`src/rtl/cse_pkg.sv`:
```
package cse_pkg;

  localparam int unsigned MaxChars = 9;
  localparam int unsigned CountW   = $clog2(MaxChars + 1);
  localparam int unsigned IdxW     = $clog2(MaxChars);

  localparam logic [31:0] MaxShownReset = 32'hFFFF_FFFF;

  localparam logic [7:0] ChQuote     = 8'h22;
  localparam logic [7:0] ChBackslash = 8'h5C;
  localparam logic [7:0] ChQuestion  = 8'h3F;
  localparam logic [7:0] ChDot       = 8'h2E;
  localparam logic [7:0] ChLowerX    = 8'h78;
  localparam logic [7:0] ChSpace     = 8'h20;
  localparam logic [7:0] ChDel       = 8'h7F;

  typedef struct packed {
    logic [7:0] data_byte;
    logic [7:0] next_byte_1;
    logic [7:0] next_byte_2;
    logic [7:0] next_byte_3;
    logic [1:0] ahead_count;
    logic       has_byte;
    logic       last_item;
  } item_t;

  typedef struct packed {
    logic        started;
    logic [31:0] shown_count;
    logic        truncated;
    logic [1:0]  copy_remaining;
    logic        hex_pending;
    logic [1:0]  question_run;
  } esc_state_t;

  typedef struct packed {
    logic [MaxChars-1:0][7:0] chars;
    logic [CountW-1:0]        count;
    logic                     closes;
  } burst_t;

endpackage

```
`src/rtl/cse_in_if.sv`:
```
interface cse_in_if;
  logic       valid;
  logic       ready;
  logic [7:0] data_byte;
  logic [7:0] next_byte_1;
  logic [7:0] next_byte_2;
  logic [7:0] next_byte_3;
  logic [1:0] ahead_count;
  logic       has_byte;
  logic       last_item;

  modport source (
    output valid, data_byte, next_byte_1, next_byte_2, next_byte_3,
           ahead_count, has_byte, last_item,
    input  ready
  );
  modport sink (
    input  valid, data_byte, next_byte_1, next_byte_2, next_byte_3,
           ahead_count, has_byte, last_item,
    output ready
  );
endinterface

```
`src/rtl/cse_out_if.sv`:
```
interface cse_out_if;
  logic       valid;
  logic       ready;
  logic [7:0] out_char;
  logic       last_out;

  modport source (
    output valid, out_char, last_out,
    input  ready
  );
  modport sink (
    input  valid, out_char, last_out,
    output ready
  );
endinterface

```
`src/rtl/c_string_literal_escaper.sv`:
```
// C string literal escaper.
// in_i carries one string byte per word with up to three look-ahead bytes,
// ahead_count, has_byte and last_item; out_o carries one character of the
// literal per word, with last_out on the last character of a literal.
// cfg_we_i / cfg_wdata_i write max_shown; write it only while idle.
// A word taken on in_i lands in an input register; from there it is
// expanded into a burst of 0 to 9 characters held in the result register,
// which drains one character per cycle while out_o is ready.
// The single-character result port limits the flow: a word yields one
// character for a plain byte, two for a backslash escape, four for \xHH,
// and up to nine with quotes and ellipsis. in_i takes the next word while
// a burst is still draining. If out_o stalls, the burst holds and in_i
// stops once the input register is full.
// Reset clears all escaping state, empties both registers and sets
// max_shown to all ones.
module c_string_literal_escaper
  import cse_pkg::*;
(
  input  logic        clk_i,
  input  logic        rst_ni,
  cse_in_if.sink      in_i,
  cse_out_if.source   out_o,
  input  logic        cfg_we_i,
  input  logic [31:0] cfg_wdata_i
);

  logic [31:0] max_shown_q;
  logic        in_valid_q;
  item_t       in_q;
  item_t       item;
  esc_state_t  state_q;
  esc_state_t  state_d;
  burst_t      burst;

  logic [MaxChars-1:0][7:0] chars_q;
  logic                     burst_valid_q;
  logic [IdxW-1:0]          idx_q;
  logic [IdxW-1:0]          last_idx_q;
  logic                     closes_q;

  logic in_ready;
  logic take;
  logic at_end;

  assign item = '{
    data_byte:   in_i.data_byte,
    next_byte_1: in_i.next_byte_1,
    next_byte_2: in_i.next_byte_2,
    next_byte_3: in_i.next_byte_3,
    ahead_count: in_i.ahead_count,
    has_byte:    in_i.has_byte,
    last_item:   in_i.last_item
  };

  cse_encode u_encode (
    .item_i      (in_q),
    .state_i     (state_q),
    .max_shown_i (max_shown_q),
    .burst_o     (burst),
    .state_o     (state_d)
  );

  assign at_end   = (idx_q == last_idx_q);
  assign take     = in_valid_q && (!burst_valid_q || (out_o.ready && at_end));
  assign in_ready = !in_valid_q || take;

  assign in_i.ready     = in_ready;
  assign out_o.valid    = burst_valid_q;
  assign out_o.out_char = chars_q[idx_q];
  assign out_o.last_out = closes_q && at_end;

  always_ff @(posedge clk_i or negedge rst_ni) begin
    if (!rst_ni) begin
      max_shown_q   <= MaxShownReset;
      in_valid_q    <= 1'b0;
      state_q       <= '0;
      burst_valid_q <= 1'b0;
      idx_q         <= '0;
    end else begin
      if (cfg_we_i) begin
        max_shown_q <= cfg_wdata_i;
      end
      if (in_ready) begin
        in_valid_q <= in_i.valid;
      end
      if (take) begin
        state_q       <= state_d;
        burst_valid_q <= (burst.count != '0);
        idx_q         <= '0;
      end else if (burst_valid_q && out_o.ready) begin
        if (at_end) begin
          burst_valid_q <= 1'b0;
        end else begin
          idx_q <= idx_q + IdxW'(1);
        end
      end
    end
  end

  always_ff @(posedge clk_i) begin
    if (in_ready && in_i.valid) begin
      in_q <= item;
    end
    if (take) begin
      chars_q    <= burst.chars;
      last_idx_q <= IdxW'(burst.count - CountW'(1));
      closes_q   <= burst.closes;
    end
  end

endmodule

```
`src/rtl/cse_encode.sv`:
```
module cse_encode
  import cse_pkg::*;
(
  input  item_t       item_i,
  input  esc_state_t  state_i,
  input  logic [31:0] max_shown_i,
  output burst_t      burst_o,
  output esc_state_t  state_o
);

  function automatic logic [2:0] seq_len(input logic [7:0] b0, input logic [7:0] b1,
                                         input logic [7:0] b2, input logic [7:0] b3,
                                         input logic [1:0] avail);
    logic [2:0]  len;
    logic [20:0] code;
    logic [20:0] lowest;
    logic        ok;
    len    = 3'd0;
    code   = '0;
    lowest = '0;
    ok     = 1'b0;
    if (b0[7:5] == 3'b110) begin
      len    = 3'd2;
      code   = {10'd0, b0[4:0], b1[5:0]};
      lowest = 21'h00080;
      ok     = (b1[7:6] == 2'b10);
    end else if (b0[7:4] == 4'b1110) begin
      len    = 3'd3;
      code   = {5'd0, b0[3:0], b1[5:0], b2[5:0]};
      lowest = 21'h00800;
      ok     = (b1[7:6] == 2'b10) && (b2[7:6] == 2'b10);
    end else if (b0[7:3] == 5'b11110) begin
      len    = 3'd4;
      code   = {b0[2:0], b1[5:0], b2[5:0], b3[5:0]};
      lowest = 21'h10000;
      ok     = (b1[7:6] == 2'b10) && (b2[7:6] == 2'b10) && (b3[7:6] == 2'b10);
    end
    if ({1'b0, avail} < (len - 3'd1)) ok = 1'b0;
    if (code < lowest) ok = 1'b0;
    if ((code >= 21'h0D800) && (code <= 21'h0DFFF)) ok = 1'b0;
    if (code > 21'h10FFFF) ok = 1'b0;
    return ok ? len : 3'd0;
  endfunction

  function automatic logic [7:0] esc_of(input logic [7:0] c);
    logic [7:0] e;
    unique case (c)
      8'h0D:       e = "r";
      8'h09:       e = "t";
      8'h07:       e = "a";
      8'h0C:       e = "f";
      8'h0B:       e = "v";
      8'h08:       e = "b";
      8'h0A:       e = "n";
      ChQuote:     e = ChQuote;
      ChBackslash: e = ChBackslash;
      default:     e = 8'h00;
    endcase
    return e;
  endfunction

  function automatic logic is_hex(input logic [7:0] c);
    return ((c >= 8'h30) && (c <= 8'h39)) || ((c >= 8'h61) && (c <= 8'h66)) ||
           ((c >= 8'h41) && (c <= 8'h46));
  endfunction

  function automatic logic is_tri(input logic [7:0] c);
    return (c == 8'h3D) || (c == 8'h28) || (c == 8'h2F) || (c == 8'h29) ||
           (c == 8'h27) || (c == 8'h3C) || (c == 8'h21) || (c == 8'h3E) || (c == 8'h2D);
  endfunction

  function automatic logic [7:0] hex_digit(input logic [3:0] v);
    return (v < 4'd10) ? (8'h30 + {4'd0, v}) : (8'h57 + {4'd0, v});
  endfunction

  logic [7:0]        c;
  logic [7:0]        esc;
  logic [2:0]        len;
  logic [CountW-1:0] n;

  assign c   = item_i.data_byte;
  assign esc = esc_of(c);
  assign len = seq_len(c, item_i.next_byte_1, item_i.next_byte_2, item_i.next_byte_3,
                       item_i.ahead_count);

  always_comb begin
    burst_o = '0;
    state_o = state_i;
    n       = '0;

    if (!state_i.started) begin
      burst_o.chars[n[IdxW-1:0]] = ChQuote;
      n = n + CountW'(1);
      state_o.started = 1'b1;
    end

    if (item_i.has_byte) begin
      if (state_i.shown_count < max_shown_i) begin
        state_o.shown_count  = state_i.shown_count + 32'd1;
        state_o.question_run = 2'd0;
        state_o.hex_pending  = 1'b0;
        if (state_i.copy_remaining != 2'd0) begin
          burst_o.chars[n[IdxW-1:0]] = c;
          n = n + CountW'(1);
          state_o.copy_remaining = state_i.copy_remaining - 2'd1;
        end else if (esc != 8'h00) begin
          burst_o.chars[n[IdxW-1:0]] = ChBackslash;
          n = n + CountW'(1);
          burst_o.chars[n[IdxW-1:0]] = esc;
          n = n + CountW'(1);
        end else if ((c < ChSpace) || (c >= ChDel)) begin
          if (len > 3'd1) begin
            burst_o.chars[n[IdxW-1:0]] = c;
            n = n + CountW'(1);
            state_o.copy_remaining = 2'(len - 3'd1);
          end else begin
            burst_o.chars[n[IdxW-1:0]] = ChBackslash;
            n = n + CountW'(1);
            burst_o.chars[n[IdxW-1:0]] = ChLowerX;
            n = n + CountW'(1);
            burst_o.chars[n[IdxW-1:0]] = hex_digit(c[7:4]);
            n = n + CountW'(1);
            burst_o.chars[n[IdxW-1:0]] = hex_digit(c[3:0]);
            n = n + CountW'(1);
            state_o.hex_pending  = 1'b1;
            state_o.question_run = state_i.question_run;
          end
        end else begin
          if ((state_i.hex_pending && is_hex(c)) ||
              ((state_i.question_run == 2'd2) && is_tri(c))) begin
            burst_o.chars[n[IdxW-1:0]] = ChQuote;
            n = n + CountW'(1);
            burst_o.chars[n[IdxW-1:0]] = ChQuote;
            n = n + CountW'(1);
          end else if (c == ChQuestion) begin
            state_o.question_run = (state_i.question_run == 2'd2) ? 2'd2
                                 : state_i.question_run + 2'd1;
          end
          burst_o.chars[n[IdxW-1:0]] = c;
          n = n + CountW'(1);
        end
      end else begin
        state_o.truncated = 1'b1;
      end
    end

    if (item_i.last_item) begin
      burst_o.chars[n[IdxW-1:0]] = ChQuote;
      n = n + CountW'(1);
      if (state_o.truncated) begin
        burst_o.chars[n[IdxW-1:0]] = ChDot;
        n = n + CountW'(1);
        burst_o.chars[n[IdxW-1:0]] = ChDot;
        n = n + CountW'(1);
        burst_o.chars[n[IdxW-1:0]] = ChDot;
        n = n + CountW'(1);
      end
      burst_o.closes = 1'b1;
      state_o        = '0;
    end

    burst_o.count = n;
  end

endmodule

```
`src/flat_wrapper.sv`:
```
// flat-port wrapper written by rule: the top's interface ports become plain ports
module c_string_literal_escaper_flat import cse_pkg::*;
  (clk_i, rst_ni, cfg_we_i, cfg_wdata_i, in_i_valid, in_i_data_byte, in_i_next_byte_1, in_i_next_byte_2, in_i_next_byte_3, in_i_ahead_count, in_i_has_byte, in_i_last_item, in_i_ready, out_o_valid, out_o_out_char, out_o_last_out, out_o_ready);
  cse_in_if in_i_i ();
  cse_out_if out_o_i ();
  input  logic clk_i;
  input  logic rst_ni;
  input  logic cfg_we_i;
  input  logic [31:0] cfg_wdata_i;
  input wire logic [$bits(in_i_i.valid)-1:0] in_i_valid;
  input wire logic [$bits(in_i_i.data_byte)-1:0] in_i_data_byte;
  input wire logic [$bits(in_i_i.next_byte_1)-1:0] in_i_next_byte_1;
  input wire logic [$bits(in_i_i.next_byte_2)-1:0] in_i_next_byte_2;
  input wire logic [$bits(in_i_i.next_byte_3)-1:0] in_i_next_byte_3;
  input wire logic [$bits(in_i_i.ahead_count)-1:0] in_i_ahead_count;
  input wire logic [$bits(in_i_i.has_byte)-1:0] in_i_has_byte;
  input wire logic [$bits(in_i_i.last_item)-1:0] in_i_last_item;
  output wire logic [$bits(in_i_i.ready)-1:0] in_i_ready;
  output wire logic [$bits(out_o_i.valid)-1:0] out_o_valid;
  output wire logic [$bits(out_o_i.out_char)-1:0] out_o_out_char;
  output wire logic [$bits(out_o_i.last_out)-1:0] out_o_last_out;
  input wire logic [$bits(out_o_i.ready)-1:0] out_o_ready;
  assign in_i_i.valid = in_i_valid;
  assign in_i_i.data_byte = in_i_data_byte;
  assign in_i_i.next_byte_1 = in_i_next_byte_1;
  assign in_i_i.next_byte_2 = in_i_next_byte_2;
  assign in_i_i.next_byte_3 = in_i_next_byte_3;
  assign in_i_i.ahead_count = in_i_ahead_count;
  assign in_i_i.has_byte = in_i_has_byte;
  assign in_i_i.last_item = in_i_last_item;
  assign in_i_ready = in_i_i.ready;
  assign out_o_valid = out_o_i.valid;
  assign out_o_out_char = out_o_i.out_char;
  assign out_o_last_out = out_o_i.last_out;
  assign out_o_i.ready = out_o_ready;
  c_string_literal_escaper u_core (.clk_i(clk_i), .rst_ni(rst_ni), .in_i(in_i_i), .out_o(out_o_i), .cfg_we_i(cfg_we_i), .cfg_wdata_i(cfg_wdata_i));
endmodule
```
`config.mk`:
```
export PLATFORM = sky130hd
export DESIGN_NAME = c_string_literal_escaper_flat
export DESIGN_NICKNAME = d
export VERILOG_FILES = /design/src/rtl/cse_pkg.sv /design/src/rtl/cse_in_if.sv /design/src/rtl/cse_out_if.sv /design/src/rtl/c_string_literal_escaper.sv /design/src/rtl/cse_encode.sv /design/src/flat_wrapper.sv
export SDC_FILE = /design/constraint.sdc
export NUM_CORES = 1
export LEC_CHECK = 0
export ABC_AREA = 1
export BUFFER_PORTS_ARGS = -buffer_cell sky130_fd_sc_hd__buf_2
export CORE_AREA = 2 2 155 157
export DETAILED_ROUTE_END_ITERATION = 10
export DIE_AREA = 0 0 157 159
export GPL_TIMING_DRIVEN = 0
export HOLD_SLACK_MARGIN = 0.1
export PLACE_DENSITY = 0.66
export SYNTH_ARGS = -nofsm -noshare
export SYNTH_HDL_FRONTEND = slang
export SYNTH_SLANG_ARGS = --single-unit
```
`constraint.sdc`:
```
create_clock -name clk_i -period 6.6 [get_ports clk_i]
set_input_delay 0.99 -clock clk_i [delete_from_list [all_inputs] [get_ports clk_i]]
set_output_delay 0.99 -clock clk_i [all_outputs]
set_load 0.02 [all_outputs]
```
==> impl_metrics.tcl <==
set metrics [dict create \
    worstReg2RegStart "u_core.in_q[32]$_DFFE_PP_" \
    track_usage_pct 23.0 \
    clockBufferDepth 2 \
    area_growth_pct 13.9 \
    cts-htree-levels 4 \
    drc 0 \
    num_rows 56 \
    insertion_delay_ns 0.44 \
    synthCells 1294 \
    cts_tree "yes" \
    end_kind "register" \
    fin_nets 1520 \
    io_pins 84 \
    drt_wl_total_um 27900 \
    antenna_found_initial 0 \
    ys_seq_area_share_pct 41.9 \
    numCtsBuffers 17 \
    synth_ff_type "edfxtp_1" \
    crit_path_start_kind "register" \
    synth_area_mm2 0.0103 \
    synth_top_area_share_pct 22.8 \
    internal_power_uw 2540 \
    r2r-end "u_core.chars_q[36]$_DFFE_PP_" \
    synth_most_common_cell "nand2_1" \
    antenna_cells 0 \
    vias 9195 \
    firstDrtPassIters 5 \
    slew_violations 0 \
    setup_tns_ns 0 \
    crit_required_ns 6.78 \
    drive_above_1_share_pct 15.6 \
    drtIter0Drc 688 \
    syn_avg_cell_area_um2 7.95 \
    pwr-share-clk_pct 22.6 \
    cp_data_arrival_time_ns 6.16 \
    met2_length_um 12600 \
    cts_resized 0 \
    netSwitchingPower_uw 2050 \
    cp_slowest_stage_delay_ns 0.60 \
    min_period_ns 5.97 \
    ys_warn_count 0 \
    cts.sinks 155 \
    via_per_inst 5.35 \
    gr-total-overflow 0 \
    initial_core_util_pct 44.3 \
    met3WireLength_um 1570 \
    tightest_slew_ns 1.09 \
    grt_pass1_wl_um 45400 \
    io_buffer_count 72 \
    worst-path-max-fanout 10 \
    cts_setup_buffers 0 \
    swShare_pct 44.6 \
    criticalPathCategory "reg -> reg" \
    synth-edff-count 78 \
    hpwl_um 21200 \
    place.gp.congestion 0.956 \
    hp-class "in -> async" \
    ant_nets 0 \
    wl_met1_um 13200 \
    peakVddDrop_mv 0.211 \
    grt_max_degree 60 \
    highest_layer "met4" \
    fp.dieArea_mm2 0.0250 \
    skew_ns 0.0191 \
    rsz0062_at_grt "false" \
    seqPwrFrac_pct 31.1 \
    wire_per_inst_um 16.2 \
    coreArea_mm2 0.0232 \
    max_freq_mhz 167 \
    finalHoldViolCount 0 \
    critical-path-top-cell-by-count "nand2_1" \
    finalHoldWorstSlack_ns 0.442 \
    synth_largest_area_cell "edfxtp_1" \
    cts_root_buffer "clkbuf_16" \
    p_leak_uw 0.00523 \
    post-route-period-util_pct 90.5 \
    die_x_um 157 \
    power_frac_comb_pct 46.4 \
    rr_worst_depth 31 \
    slew-limit-headroom_pct 27.4 \
    slowest_stage "edfxtp_1" \
    holdBufCountCts 0 \
    synth_commonest_cells "nand2_1 (254), inv_1 (166), o21ai_0 (128)" \
    synthTopCellsByArea "edfxtp_1 (23%), dfrtp_1 (11%), nand2_1 (9.3%)" \
    r2r_setup_slack_ns 0.63 \
    max_cap_viol_count 0 \
    ys_ff_latch 155 \
    power_density_mw_per_mm2 392 \
    utilization_pct 50.5 \
    clk_pin_slew_ns 0.07 \
    synth_cell_type_count 56 \
    status "finished clean" \
    grt_pass1_vias 8855 \
    setup_violations 0 \
    die_h_um 159 \
    synthArstFlopShare_pct 49.7 \
]
## logic make-up (layout without fill, tap and decap cells)
| group | Yosys count | count (layout) | share of synthesized area [%] |
|---|---|---|---|
| buffers and inverters | 217 | 323 | 8.11 |
| DFF | 155 | 155 | 41.9 |
| and+or+nand+nor | 582 | 582 | 26.7 |
| AOI/OAI and AO/OA | 264 | 264 | 14.7 |
| other | 1 | 2 | 0.0365 |
| adders and majority gates | 59 | 59 | 7.18 |
| xor gates and xnor gates | 16 | 16 | 1.36 |
## worst max-delay path: cells and delay by family (launching register included)
family,cells,cell delay [ns]
buf+inv,3,1.00
fa+ha+maj,3,0.99
simple gates,24,2.68
xor+xnor,1,0.43
flops,1,0.60
## registers in the layout (all words and copies together) (netlist names)
| signal | cells |
|---|---|
| u_core.closes_q | 1 |
| u_core.in_valid_q | 1 |
| u_core.last_idx_q | 4 |
| u_core.max_shown_q | 32 |
| u_core.idx_q | 4 |
| u_core.in_q | 26 |
| u_core.state_q | 39 |
| u_core.out_o.valid | 1 |
| u_core.chars_q | 47 |
## stage by stage
stage	total power [µW]	instance area (µm²)	std cells	worst slack (ns)
finish	4590	11700	1720	0.626
global route	4940	11700	1720	0.189
CTS	4590	11700	1720	0.733
detailed placement	3540	11100	1688	0.741
global placement	3510	11000	1686	0.682
floorplan	2950	10300	1295	1.95
## power groups by stage
stage / Clock, µW / Sequential, µW / Combinational, µW
2_1_floorplan: 0 / 1400 / 1550
3_3_place_gp: 0 / 1440 / 2060
3_5_place_dp: 0 / 1440 / 2100
4_1_cts: 1050 / 1420 / 2110
5_1_grt: 1100 / 1450 / 2400
6_report: 1040 / 1430 / 2130
## layer usage
layer / global-route usage, % / up-vias
met2: 35.7 / 305
met3: 3.21 / 52
li1: - / 4551
met4: 7.71 / 0
met5: 0 / -
met1: 33.1 / 4287
## worst max path at each step
stage / cells past startpoint / slack, ns / to / start
6_report: 31 / 0.63 / u_core.chars_q[36]$_DFFE_PP_ / u_core.in_q[32]$_DFFE_PP_
5_1_grt: 31 / 0.19 / u_core.chars_q[36]$_DFFE_PP_ / u_core.in_q[32]$_DFFE_PP_
4_1_cts: 31 / 0.73 / u_core.chars_q[36]$_DFFE_PP_ / u_core.in_q[32]$_DFFE_PP_
3_5_place_dp: 31 / 0.74 / u_core.chars_q[36]$_DFFE_PP_ / u_core.in_q[32]$_DFFE_PP_
3_3_place_gp: 31 / 0.68 / u_core.chars_q[32]$_DFFE_PP_ / u_core.in_q[32]$_DFFE_PP_
2_1_floorplan: 31 / 1.95 / u_core.chars_q[12]$_DFFE_PP_ / u_core.in_q[32]$_DFFE_PP_
## cell usage in the layout, fill, tap and decap left out, types with 12 or more instances in the layout
cell       instances
a21oi_1           63
buf_2             74
clkbuf_1          34
clkbuf_16         17
dfrtp_1           45
dfstp_2           32
edfxtp_1          78
ha_1              59
inv_1            165
nand2_1          254
nand2_2           14
nand3_1           86
nand4_1           20
nor2_1           124
nor2_2            14
nor3_1            23
o21ai_0          128
o22ai_1           13
xor2_1            12
## area by class of cell
cell class / count / area, µm²
clock buffer: 18 / 429
clock inverter: 14 / 183
inverter: 178 / 668
tap: 319 / 399
timing repair buffer: 74 / 410
fill: 2275 / 11500
multi-input combinational: 923 / 5140
buffer: 39 / 165
sequential: 155 / 4310
Note: power is estimated with default switching activity, not from simulation.
